File: src/design/pnpt_pkg.sv
package pnpt_pkg;

	// Path storage sizing
	localparam int MAX_POINTS = 1024;
	localparam int IDX_W      = $clog2(MAX_POINTS);
	localparam int CNT_W      = $clog2(MAX_POINTS + 1);

	// Field widths
	localparam int POS_W  = 32;
	localparam int ANG_W  = 16;
	localparam int TOL_W  = 53;
	localparam int DIST_W = 2 * POS_W + 1;

	// Search start bound, 2^20 m^2 in Q.32
	localparam logic [TOL_W-1:0] SEARCH_BOUND = TOL_W'(1) << 52;
	localparam logic [TOL_W-1:0] TOL_RESET    = TOL_W'(42949673);

	// Stream widths
	localparam int POINT_W    = 2 * POS_W + 3 * ANG_W;
	localparam int S_TDATA_W  = POINT_W;
	localparam int M_TDATA_W  = ((POINT_W + IDX_W + 7) / 8) * 8;
	localparam int M_PAD_W    = M_TDATA_W - POINT_W - IDX_W;
	localparam int TUSER_W    = 2;

	// Input kinds
	localparam logic KIND_LOAD  = 1'b0;
	localparam logic KIND_QUERY = 1'b1;

	// One stored path point, x in the low bits
	typedef struct packed {
		logic signed [ANG_W-1:0] turn;
		logic signed [ANG_W-1:0] speed;
		logic signed [ANG_W-1:0] heading;
		logic signed [POS_W-1:0] y;
		logic signed [POS_W-1:0] x;
	} point_t;

	// Tag that travels with a distance calculation
	typedef struct packed {
		logic             valid;
		logic             is_end;
		logic [IDX_W-1:0] idx;
	} dist_tag_t;

	// Result load control from the sequencer to the output register
	typedef struct packed {
		logic             load;
		logic             no_path;
		logic             near_ends;
		logic [IDX_W-1:0] idx;
	} result_ctl_t;

endpackage

File: src/design/pnpt_dist_unit.sv
module pnpt_dist_unit
	import pnpt_pkg::*;
(
	input  logic                    clk,
	input  logic                    arst_n,
	input  dist_tag_t               in_tag,
	input  logic signed [POS_W-1:0] ax,
	input  logic signed [POS_W-1:0] ay,
	input  logic signed [POS_W-1:0] bx,
	input  logic signed [POS_W-1:0] by,
	output dist_tag_t               out_tag,
	output logic [DIST_W-1:0]       dist_sum,
	output logic                    busy
);

	logic signed [POS_W:0] diff_x, diff_y;
	logic [POS_W:0]        neg_x, neg_y;
	logic [POS_W-1:0]      dx_s1, dy_s1;
	logic [2*POS_W-1:0]    sqx_s2, sqy_s2;
	dist_tag_t             tag_s1, tag_s2;

	// Absolute coordinate differences
	always_comb begin
		diff_x = {ax[POS_W-1], ax} - {bx[POS_W-1], bx};
		diff_y = {ay[POS_W-1], ay} - {by[POS_W-1], by};
		neg_x  = -diff_x;
		neg_y  = -diff_y;
	end

	always_ff @(posedge clk) begin
		dx_s1  <= diff_x[POS_W] ? neg_x[POS_W-1:0] : diff_x[POS_W-1:0];
		dy_s1  <= diff_y[POS_W] ? neg_y[POS_W-1:0] : diff_y[POS_W-1:0];
		sqx_s2 <= dx_s1 * dx_s1;
		sqy_s2 <= dy_s1 * dy_s1;
	end

	// Tag registers, cleared by reset
	always_ff @(posedge clk or negedge arst_n) begin
		if (!arst_n) begin
			tag_s1 <= '0;
			tag_s2 <= '0;
		end else begin
			tag_s1 <= in_tag;
			tag_s2 <= tag_s1;
		end
	end

	// Full-width sum, never overflows
	assign dist_sum = {1'b0, sqx_s2} + {1'b0, sqy_s2};
	assign out_tag  = tag_s2;
	assign busy     = tag_s1.valid | tag_s2.valid;

endmodule

File: config.mk
export PLATFORM = sky130hd
export DESIGN_NAME = pnpt_dist_unit
export DESIGN_NICKNAME = d
export VERILOG_FILES = /design/src/design/pnpt_pkg.sv /design/src/design/pnpt_dist_unit.sv
export SDC_FILE = /design/constraint.sdc
export NUM_CORES = 2
export LEC_CHECK = 0
export BUFFER_PORTS_ARGS = -buffer_cell sky130_fd_sc_hd__buf_4
export CORE_UTILIZATION = 55
export CTS_CLUSTER_SIZE = 14
export DETAILED_ROUTE_END_ITERATION = 7
export PLACE_DENSITY = 0.77
export SLEW_MARGIN = 20
export SYNTH_ARGS = -nofsm -noshare
export SYNTH_HDL_FRONTEND = slang
export SYNTH_SLANG_ARGS = --single-unit
File: constraint.sdc
create_clock -name clk -period 10 [get_ports clk]
set_input_delay 0 -clock clk [delete_from_list [all_inputs] [get_ports clk]]
set_output_delay 0 -clock clk [all_outputs]
set_load 0.1 [all_outputs]
==> impl_metrics.tcl <==
set metrics [dict create \
    synth_area_leaders "fa_1 (44%), ha_1 (13%), inv_1 (11%)" \
    fill_cells 10900 \
    multi_input_area_sq_um 58300 \
    hold_violations 0 \
    min_period_over_period 0.915 \
    root_buffer "clkbuf_16" \
    portBuffers 219 \
    synth_top_area_share 0.445 \
    seq_area_sq_um 4410 \
    synthArstFlopShare 0.112 \
    syn_area_sq_um 71400 \
    cp-end-kind "flip-flop" \
    postCtsSetupBuffers 0 \
    antenna_found_initial 3 \
    die_h_um 362 \
    critPathRequiredTime_ps 10520 \
    rows 131 \
    synth_enable_flop_cells 0 \
    grt_overflow 0 \
    setup_slack_ps 853 \
    io_pins 220 \
    cts_tree "built" \
    place_ws_ps 1090 \
    cp.arrival_ps 9660 \
    clkSinkCount 214 \
    grt_usage 0.287 \
    max_stage_delay_ps 980 \
    core-area_sq_um 128000 \
    synth-seq-cells 214 \
    vias_per_cell 5.49 \
    nets 10400 \
    start_util 0.557 \
    crit_type "reg2reg" \
    path_common_cell "fa_1" \
    r2r_setup_slack_ps 850 \
    dp_hpwl_mm 154 \
    drt_pre_antenna_iters 6 \
    htreeDepth 1 \
    routed-via-count 53100 \
    routedWlPerCell_um 18.9 \
    syn_nets 10200 \
    hold_ws_ps 8.56 \
    grt_pass1_wl_mm 298 \
    drcViolationCount 0 \
    cp_slowest_cell "dfxtp_1" \
    grt_pass1_vias 58500 \
    dr.first_iter.drc_count 3514 \
    seq_area_frac_synth 0.0616 \
    worst_clock_skew_ps 38.4 \
    place_congestion 0.954 \
    outcome "complete, no violations" \
    diodes 0 \
    rsz0062_at_grt "no" \
    cts.path.max_buffers 3 \
    max_freq_mhz 109 \
    maxCapViolCount 0 \
    die_width_um 362 \
    r2r-end "sqy_s2[59]" \
    drv_slew 0 \
    reg2reg_depth 28 \
    grt_max_degree 37 \
    start_kind "flip-flop" \
    cts_inserted_buffers 30 \
    hold_class "in2async" \
    max-slew-margin-rel 0.196 \
    syn_inst 7795 \
    yosysWarnings 0 \
    synth_ff_type "dfxtp_1" \
    drtAntennaViolNets 0 \
    path_clk_slew_ps 60 \
    insertion_delay_ps 630 \
    avgSynthCellArea_sq_um 9.17 \
    final_util 0.597 \
    drive_above_1_share 0.0592 \
    fin_tns_setup_ps 0 \
    crit_path_max_fanout 15 \
    yosys.area.top_type "fa_1" \
    die-area_sq_um 131000 \
    wirelength_mm 183 \
    setup_viol 0 \
    tightest_slew_ps 1200 \
    rr_startpoint "dy_s1[6]" \
    ys_types 97 \
    area_growth_pct 7.04 \
    finalCriticalPeriod_ps 9150 \
]
synth_stat cells, types with 22 or more instances:
cell	number
inv_1	2060
fa_1	1588
ha_1	722
nand2_1	641
and2_1	464
a21oi_1	275
clkbuf_1	254
nor2_1	216
xnor2_1	212
dfxtp_1	190
o21ai_0	161
a21o_1	147
xor2_1	147
nand3_1	71
nor3_1	42
nor2b_1	41
a31oi_1	40
nand4_1	40
o21a_1	34
o21bai_1	32
a31o_2	28
and3_1	28
o31ai_1	25
dfrtp_1	24
or2_2	22
cells by family (layout without fill, tap and decap cells):
group	count (synthesis)	after routing	share of synthesized area
AO/OA/AOI/OAI	908	908	0.0830
XOR/XNOR	359	359	0.0440
adder cells (fa/ha/maj)	2310	2310	0.571
buffers and inverters	2329	2471	0.123
flip-flops	214	214	0.0616
multiplexers	10	10	0.00144
AND/OR/NAND/NOR	1665	1665	0.116
cell type report:
class	count	area share
clock buffers	37	0.0110
inverters	2064	0.101
repair buffers	352	0.0359
multi-input cells	5252	0.762
well taps	1729	0.0283
clock inverters	18	0.00370
flip-flops and latches	214	0.0577
sequential cells by signal (all words and copies together) (netlist names):
register	count
tag_s1	12
out_tag	12
dy_s1	32
sqx_s2	63
sqy_s2	63
dx_s1	32
per-layer routing:
metal,routed length (um),part of all wire,up-vias,track usage
met4,7420,0.041,0,0.101
met2,88600,0.48,2014,0.491
met1,72900,0.40,26800,0.368
met3,13800,0.076,482,0.0461
met5,0,0,-,0
li1,-,-,23800,-
worst max-delay path: cells and delay by family (launching register included):
kind                       cells  cell delay, ps
adders and majority gates      9            4370
DFF                            1             980
and+or+nand+nor                2             240
AOI/OAI and AO/OA             10            2620
buffers and inverters          7             820
repair_timing:
item / in CTS / in global routing
endpoints found under the hold margin: 52 / 0
hold buffers: 38 / 0
endpoints found under the setup margin: 0 / 0
resized for setup: 0 / 0
worst max-delay path by stage:
stage / from / endpoint / slack, ps / cells after the start
floorplan: dy_s1[5] / sqy_s2[61] / 2110 / 27
CTS: dy_s1[5] / sqy_s2[61] / 1010 / 24
global placement: dy_s1[6] / sqy_s2[62] / 1230 / 25
detailed placement: dy_s1[6] / sqy_s2[61] / 1090 / 24
finish: dy_s1[6] / sqy_s2[59] / 850 / 28
global route: dx_s1[4] / sqx_s2[61] / 470 / 25
cell usage in the layout (no fill, tap or decap), drive strengths merged, types with 17 or more instances in the layout:
master / netlist / layout
nand2: 641 / 641
a21oi: 276 / 276
and2: 465 / 465
a21o: 148 / 148
xor2: 147 / 147
nor2b: 41 / 41
nor3: 43 / 43
o21bai: 32 / 32
fa: 1588 / 1588
nand2b: 17 / 17
dfrtp: 24 / 24
a31oi: 40 / 40
o21ai: 169 / 169
inv: 2062 / 2064
o21a: 35 / 35
and3: 28 / 28
a211oi: 22 / 22
clkbuf: 256 / 38
o211ai: 18 / 18
nor2: 216 / 216
ha: 722 / 722
nand4: 40 / 40
dfxtp: 190 / 190
dlygate4sd3: 0 / 37
buf: 9 / 314
a31o: 28 / 28
xnor2: 212 / 212
or2: 24 / 24
nand3: 71 / 71
or3: 20 / 20
o31ai: 25 / 25
stage by stage:
step | area, sq um | instances
after floorplan | 71400 | 7795
after global placement | 75000 | 9573
after CTS | 76500 | 9666
after detailed placement | 75000 | 9573
final | 76500 | 9666
after global routing | 76500 | 9666
Power is left out: the tool's default activity adds up to more than one toggle a clock period on the data nets, which glitch-free logic cannot reach.
