`config.mk`:
```
export PLATFORM = sky130hd
export DESIGN_NAME = pnpt_ctrl
export DESIGN_NICKNAME = d
export VERILOG_FILES = /design/src/design/pnpt_pkg.sv /design/src/design/pnpt_ctrl.sv
export SDC_FILE = /design/constraint.sdc
export NUM_CORES = 1
export LEC_CHECK = 0
export BUFFER_PORTS_ARGS = -buffer_cell sky130_fd_sc_hd__buf_4
export CAP_MARGIN = 10
export CORE_MARGIN = 2
export CORE_UTILIZATION = 35
export CTS_BUF_LIST = sky130_fd_sc_hd__clkbuf_4 sky130_fd_sc_hd__clkbuf_8 sky130_fd_sc_hd__clkbuf_16
export DETAILED_ROUTE_END_ITERATION = 10
export PLACE_DENSITY_LB_ADDON = 0.12
export SETUP_SLACK_MARGIN = 0.05
export SLEW_MARGIN = 20
export SYNTH_ARGS = -nofsm -noshare
export SYNTH_HDL_FRONTEND = slang
export SYNTH_SLANG_ARGS = --single-unit
```
`constraint.sdc`:
```
create_clock -name clk -period 4.24 [get_ports clk]
set_clock_uncertainty 0.15 [all_clocks]
set_input_delay 0.848 -clock clk [delete_from_list [all_inputs] [get_ports clk]]
set_output_delay 0.848 -clock clk [all_outputs]
set_load 0.02 [all_outputs]
```
`src/design/pnpt_pkg.sv`:
```
package pnpt_pkg;

	// Path storage sizing
	localparam int MAX_POINTS = 1024;
	localparam int IDX_W      = $clog2(MAX_POINTS);
	localparam int CNT_W      = $clog2(MAX_POINTS + 1);

	// Field widths
	localparam int POS_W  = 32;
	localparam int ANG_W  = 16;
	localparam int TOL_W  = 53;
	localparam int DIST_W = 2 * POS_W + 1;

	// Search start bound, 2^20 m^2 in Q.32
	localparam logic [TOL_W-1:0] SEARCH_BOUND = TOL_W'(1) << 52;
	localparam logic [TOL_W-1:0] TOL_RESET    = TOL_W'(42949673);

	// Stream widths
	localparam int POINT_W    = 2 * POS_W + 3 * ANG_W;
	localparam int S_TDATA_W  = POINT_W;
	localparam int M_TDATA_W  = ((POINT_W + IDX_W + 7) / 8) * 8;
	localparam int M_PAD_W    = M_TDATA_W - POINT_W - IDX_W;
	localparam int TUSER_W    = 2;

	// Input kinds
	localparam logic KIND_LOAD  = 1'b0;
	localparam logic KIND_QUERY = 1'b1;

	// One stored path point, x in the low bits
	typedef struct packed {
		logic signed [ANG_W-1:0] turn;
		logic signed [ANG_W-1:0] speed;
		logic signed [ANG_W-1:0] heading;
		logic signed [POS_W-1:0] y;
		logic signed [POS_W-1:0] x;
	} point_t;

	// Tag that travels with a distance calculation
	typedef struct packed {
		logic             valid;
		logic             is_end;
		logic [IDX_W-1:0] idx;
	} dist_tag_t;

	// Result load control from the sequencer to the output register
	typedef struct packed {
		logic             load;
		logic             no_path;
		logic             near_ends;
		logic [IDX_W-1:0] idx;
	} result_ctl_t;

endpackage

```
`src/design/pnpt_ctrl.sv`:
```
module pnpt_ctrl
	import pnpt_pkg::*;
(
	input  logic                    clk,
	input  logic                    arst_n,
	// input transaction
	input  logic                    in_valid,
	output logic                    in_ready,
	input  logic                    kind,
	input  logic                    start_new,
	input  logic signed [POS_W-1:0] pos_x,
	input  logic signed [POS_W-1:0] pos_y,
	// configuration
	input  logic                    cfg_we,
	input  logic [TOL_W-1:0]        cfg_wdata,
	// point memory
	output logic                    wr_en,
	output logic [IDX_W-1:0]        wr_addr,
	output logic                    rd_en,
	output logic [IDX_W-1:0]        rd_addr,
	input  point_t                  rd_data,
	// distance unit
	output dist_tag_t               dist_in_tag,
	output logic signed [POS_W-1:0] ax,
	output logic signed [POS_W-1:0] ay,
	output logic signed [POS_W-1:0] bx,
	output logic signed [POS_W-1:0] by,
	input  dist_tag_t               dist_tag,
	input  logic [DIST_W-1:0]       dist_sum,
	input  logic                    dist_busy,
	// output register
	input  logic                    out_free,
	output result_ctl_t             res
);

	localparam logic [2:0] ST_IDLE     = 3'd0;
	localparam logic [2:0] ST_RD_FIRST = 3'd1;
	localparam logic [2:0] ST_RD_LAST  = 3'd2;
	localparam logic [2:0] ST_SCAN     = 3'd3;
	localparam logic [2:0] ST_DRAIN    = 3'd4;
	localparam logic [2:0] ST_RD_MATCH = 3'd5;
	localparam logic [2:0] ST_RESULT   = 3'd6;
	localparam logic [2:0] ST_EMPTY    = 3'd7;

	logic [2:0]              state_q, state_d;
	logic [CNT_W-1:0]        count_q;
	logic [IDX_W-1:0]        match_q, scan_q, last_addr;
	logic [TOL_W-1:0]        tol_q, best_q;
	logic                    near_q;
	logic signed [POS_W-1:0] pose_x_q, pose_y_q, first_x_q, first_y_q;
	dist_tag_t               iss_tag, iss_tag_s1;
	logic                    not_full, load_acc, query_acc, closer;

	assign not_full  = count_q < CNT_W'(MAX_POINTS);
	assign load_acc  = in_valid && in_ready && (kind == KIND_LOAD);
	assign query_acc = in_valid && in_ready && (kind == KIND_QUERY);
	assign last_addr = IDX_W'(count_q - CNT_W'(1));
	assign wr_addr   = start_new ? '0 : count_q[IDX_W-1:0];
	assign closer    = dist_sum < DIST_W'(best_q);

	// Sequencer
	always_comb begin
		state_d  = state_q;
		in_ready = (state_q == ST_IDLE);
		wr_en    = 1'b0;
		rd_en    = 1'b0;
		rd_addr  = '0;
		iss_tag  = '0;
		res      = '0;
		unique case (state_q)
			ST_IDLE: begin
				if (load_acc) begin
					wr_en = start_new || not_full;
				end else if (query_acc) begin
					state_d = (count_q == '0) ? ST_EMPTY : ST_RD_FIRST;
				end
			end
			ST_RD_FIRST: begin
				rd_en   = 1'b1;
				state_d = ST_RD_LAST;
			end
			ST_RD_LAST: begin
				rd_en          = 1'b1;
				rd_addr        = last_addr;
				iss_tag.valid  = 1'b1;
				iss_tag.is_end = 1'b1;
				state_d        = ST_SCAN;
			end
			ST_SCAN: begin
				rd_en         = 1'b1;
				rd_addr       = scan_q;
				iss_tag.valid = 1'b1;
				iss_tag.idx   = scan_q;
				if (scan_q == last_addr) begin
					state_d = ST_DRAIN;
				end
			end
			ST_DRAIN: begin
				if (!iss_tag_s1.valid && !dist_busy) begin
					state_d = ST_RD_MATCH;
				end
			end
			ST_RD_MATCH: begin
				rd_en   = 1'b1;
				rd_addr = match_q;
				state_d = ST_RESULT;
			end
			ST_RESULT: begin
				if (out_free) begin
					res.load      = 1'b1;
					res.near_ends = near_q;
					res.idx       = match_q;
					state_d       = ST_IDLE;
				end
			end
			ST_EMPTY: begin
				if (out_free) begin
					res.load    = 1'b1;
					res.no_path = 1'b1;
					state_d     = ST_IDLE;
				end
			end
			default: state_d = ST_IDLE;
		endcase
	end

	// Distance unit feed: endpoint pair or pose against the stored point
	assign dist_in_tag = iss_tag_s1;
	assign ax          = iss_tag_s1.is_end ? first_x_q : pose_x_q;
	assign ay          = iss_tag_s1.is_end ? first_y_q : pose_y_q;
	assign bx          = rd_data.x;
	assign by          = rd_data.y;

	// Control state
	always_ff @(posedge clk or negedge arst_n) begin
		if (!arst_n) begin
			state_q    <= ST_IDLE;
			count_q    <= '0;
			match_q    <= '0;
			tol_q      <= TOL_RESET;
			iss_tag_s1 <= '0;
		end else begin
			state_q    <= state_d;
			iss_tag_s1 <= iss_tag;
			if (cfg_we) begin
				tol_q <= cfg_wdata;
			end
			if (load_acc) begin
				if (start_new) begin
					count_q <= CNT_W'(1);
					match_q <= '0;
				end else if (not_full) begin
					count_q <= count_q + CNT_W'(1);
				end
			end else if (dist_tag.valid && !dist_tag.is_end && closer) begin
				match_q <= dist_tag.idx;
			end
		end
	end

	// Search datapath registers
	always_ff @(posedge clk) begin
		if (query_acc) begin
			pose_x_q <= pos_x;
			pose_y_q <= pos_y;
			best_q   <= SEARCH_BOUND;
			scan_q   <= match_q;
		end
		if (state_q == ST_SCAN) begin
			scan_q <= scan_q + IDX_W'(1);
		end
		if (state_q == ST_RD_LAST) begin
			first_x_q <= rd_data.x;
			first_y_q <= rd_data.y;
		end
		if (dist_tag.valid) begin
			if (dist_tag.is_end) begin
				near_q <= dist_sum <= DIST_W'(tol_q);
			end else if (closer) begin
				best_q <= dist_sum[TOL_W-1:0];
			end
		end
	end

endmodule

```
==> out/metrics.yaml <==
run_status:
  status: "completed"
sta:
  clock.fmax_mhz: 271
  tightest_slew_ps: 1020
  slew_headroom_pct: 32.2
  rsz0062_at_grt: "false"
  slew_viol_final: 0
  fin_crit_sh_pct: 87.1
  tns_ps: 0
  hold_viol: 0
  setup_viol: 0
  fin_crit_ps: 3690
finish:
  utilization_pct: 46.6
  nets: 2107
  ff_latch_area_um2: 7480
  multi_input_area_um2: 5890
  fin_cells: 2247
  drive_gt1_share_pct: 38.7
  nFillCells: 3896
  area_growth_pct: 31.4
power_and_ir_drop:
  p_leak_nw: 8.63
  powerDensity_nw_per_um2: 542
  ir_drop_v: 0.000239
floorplanning:
  dieArea_um2: 43100
  die_h_um: 208
  start_util_pct: 35.5
  row_count: 74
  core_um2: 40900
  die_w_um: 208
  floorplan.io_pins: 490
grt:
  grt_pass1_vias: 10800
  grt_pass1_wl_um: 65400
  grt_max_degree: 106
  antenna_found_initial: 4
  globalRouteOverflowTotal: 0
  track_usage_pct: 19.8
yosys:
  ys_seq_area_share_pct: 51.5
  yosysWarnings: 0
  synth_cell_types: 66
  synthCells: 1316
  syn_nets: 1738
  ys_ff_latch: 281
  synth_ff_type: "edfxtp_1"
  syn_area_um2: 14500
  async_flop_share_pct: 31.7
  syn_avg_cell_area_um2: 11.0
  synth_enable_flop_cells: 139
clock_network:
  path_clk_slew_ps: 60
  cts_resized: 0
  cts_buffers: 35
  post-cts-setup-buffers: 0
  cts.sinks: 281
  cts_hold_buf: 0
  cts_buffer_depth: 3
  clk_latency_ps: 540
  cts_tree: "done"
  cts_root_buffer: "clkbuf_16"
  cts_max_level: 2
critical_path:
  reg2reg_to: "match_q[1]$_DFFE_PN0P_"
  rr_worst_depth: 9
  crit_required_ps: 3240
  rrSetupSlack_ps: 990
  end_kind: "primary output"
  worstPathArrival_ps: 2690
  path_max_fanout: 9
  cp-startpoint: "count_q[4]$_DFFE_PN0P_"
  start_kind: "flop"
  path_class: "flop to primary output"
  crit-reg2reg-launch: "best_q[30]$_DFF_P_"
routing:
  wl_um: 43300
  drt-initial-drc-count: 485
  viasPerCell: 4.77
  wl_per_cell_um: 19.3
  vias: 10700
  dr.pass1.iters: 5
  postRouteAntennaNets: 0
  drc_errors: 0
placed_design:
  gp_congestion: 0.819
  dp.cells: 2180
  io_buffer_count: 441
  dp_hpwl_um: 33300
worst_hold_path:
  worstHoldPathType: "input pin to asynchronous set/reset pin"
flow_run:
  cap_violations: 0
-- metal layers --
layer	up-vias	GRT usage [%]	part of all wire [%]
li1	5273	-	-
met5	-	0	0
met3	58	4.64	6.1
met1	5084	24.6	42
met2	298	33.9	49
met4	0	6.36	2.2
-- registers in the layout, indices dropped and copies added, names as in the netlist --
signal and flops:
tol_q 53, best_q 53, first_y_q 32, pose_x_q 32
count_q 11, state_q 3, near_q 1, scan_q 10
dist_in_tag 12, pose_y_q 32, first_x_q 32, match_q 10
-- metrics by stage --
stage	worst slack, ps	cell area [um^2]	hold WS, ps	total power [mW]
floorplan	52.4	14500	284	6.09
global placement	311	17900	297	7.37
detailed placement	287	17900	301	7.41
CTS	481	19100	286	10.5
global route	373	19100	305	11.0
finish	549	19100	280	10.3
-- logic make-up (layout without fill, tap and decap cells) --
family	after synthesis	count (layout)	share of synthesized area [%]
other	0	3	0
flip-flops	281	281	51.5
AO/OA/AOI/OAI	188	188	7.75
adder cells (fa/ha/maj)	108	108	9.30
AND/OR/NAND/NOR	338	338	11.4
buffers and inverters	241	637	8.09
multiplexers	131	131	10.1
XOR/XNOR	29	29	1.85
-- critical path, stage by stage, from the launching register on --
cell,delay [ps]
dfrtp_1,510
nor4_4,440
nand2_2,150
nor3_1,320
xnor2_1,110
nor2_1,110
a21oi_1,50
o21ai_0,270
buf_4,200
-- cells in the mapped netlist, types with 37 or more instances --
cell	number	area [um^2]
mux2_2	127	1430
dfrtp_1	76	1900
clkbuf_1	37	139
ha_1	108	1350
edfxtp_1	139	4170
nand2_1	105	394
o21ai_0	85	425
a21oi_1	41	205
dfxtp_1	53	1060
buf_4	66	495
inv_1	122	458
nor2_1	91	342
-- report_power, final --
group	internal, mW	switching (mW)	leakage, nW	total (mW)
registers	3.57	0.301	2.82	3.87
clock network	1.83	1.19	0.581	3.01
logic	1.48	1.98	5.23	3.46
-- how the worst max path moves through the flow --
stage	slack [ps]	endpoint
final	550	rd_addr[9]
after floorplan	50	first_x_q[0]$_DFFE_PP_
after global placement	310	match_q[9]$_DFFE_PN0P_
after CTS	480	rd_addr[9]
after detailed placement	290	match_q[1]$_DFFE_PN0P_
after global routing	370	rd_addr[9]
-- layout by cell type, fill, tap and decap left out, drive strengths merged, types with 7 or more instances in the layout --
cell type    n
buf        450
edfxtp     139
mux2       127
inv        125
ha         108
nand2      106
nor2        91
o21ai       86
dfrtp       76
dfxtp       53
clkbuf      44
a21oi       41
nand4       24
nor2b       23
a21o        23
xor2        20
and3        19
nand3       18
and2        16
nor3        14
clkinv      14
dfstp       13
xnor2        8
and4         7
-- cell type report --
type | count | area share (%)
antenna | 3 | 0.0393
clock buffer | 44 | 5.14
clock inverter | 20 | 0.971
inverter | 123 | 2.43
multi-input combinational | 794 | 30.9
sequential | 281 | 39.2
tap | 532 | 3.49
timing repair buffer | 450 | 17.8
Power figures use the tool's default switching activity.
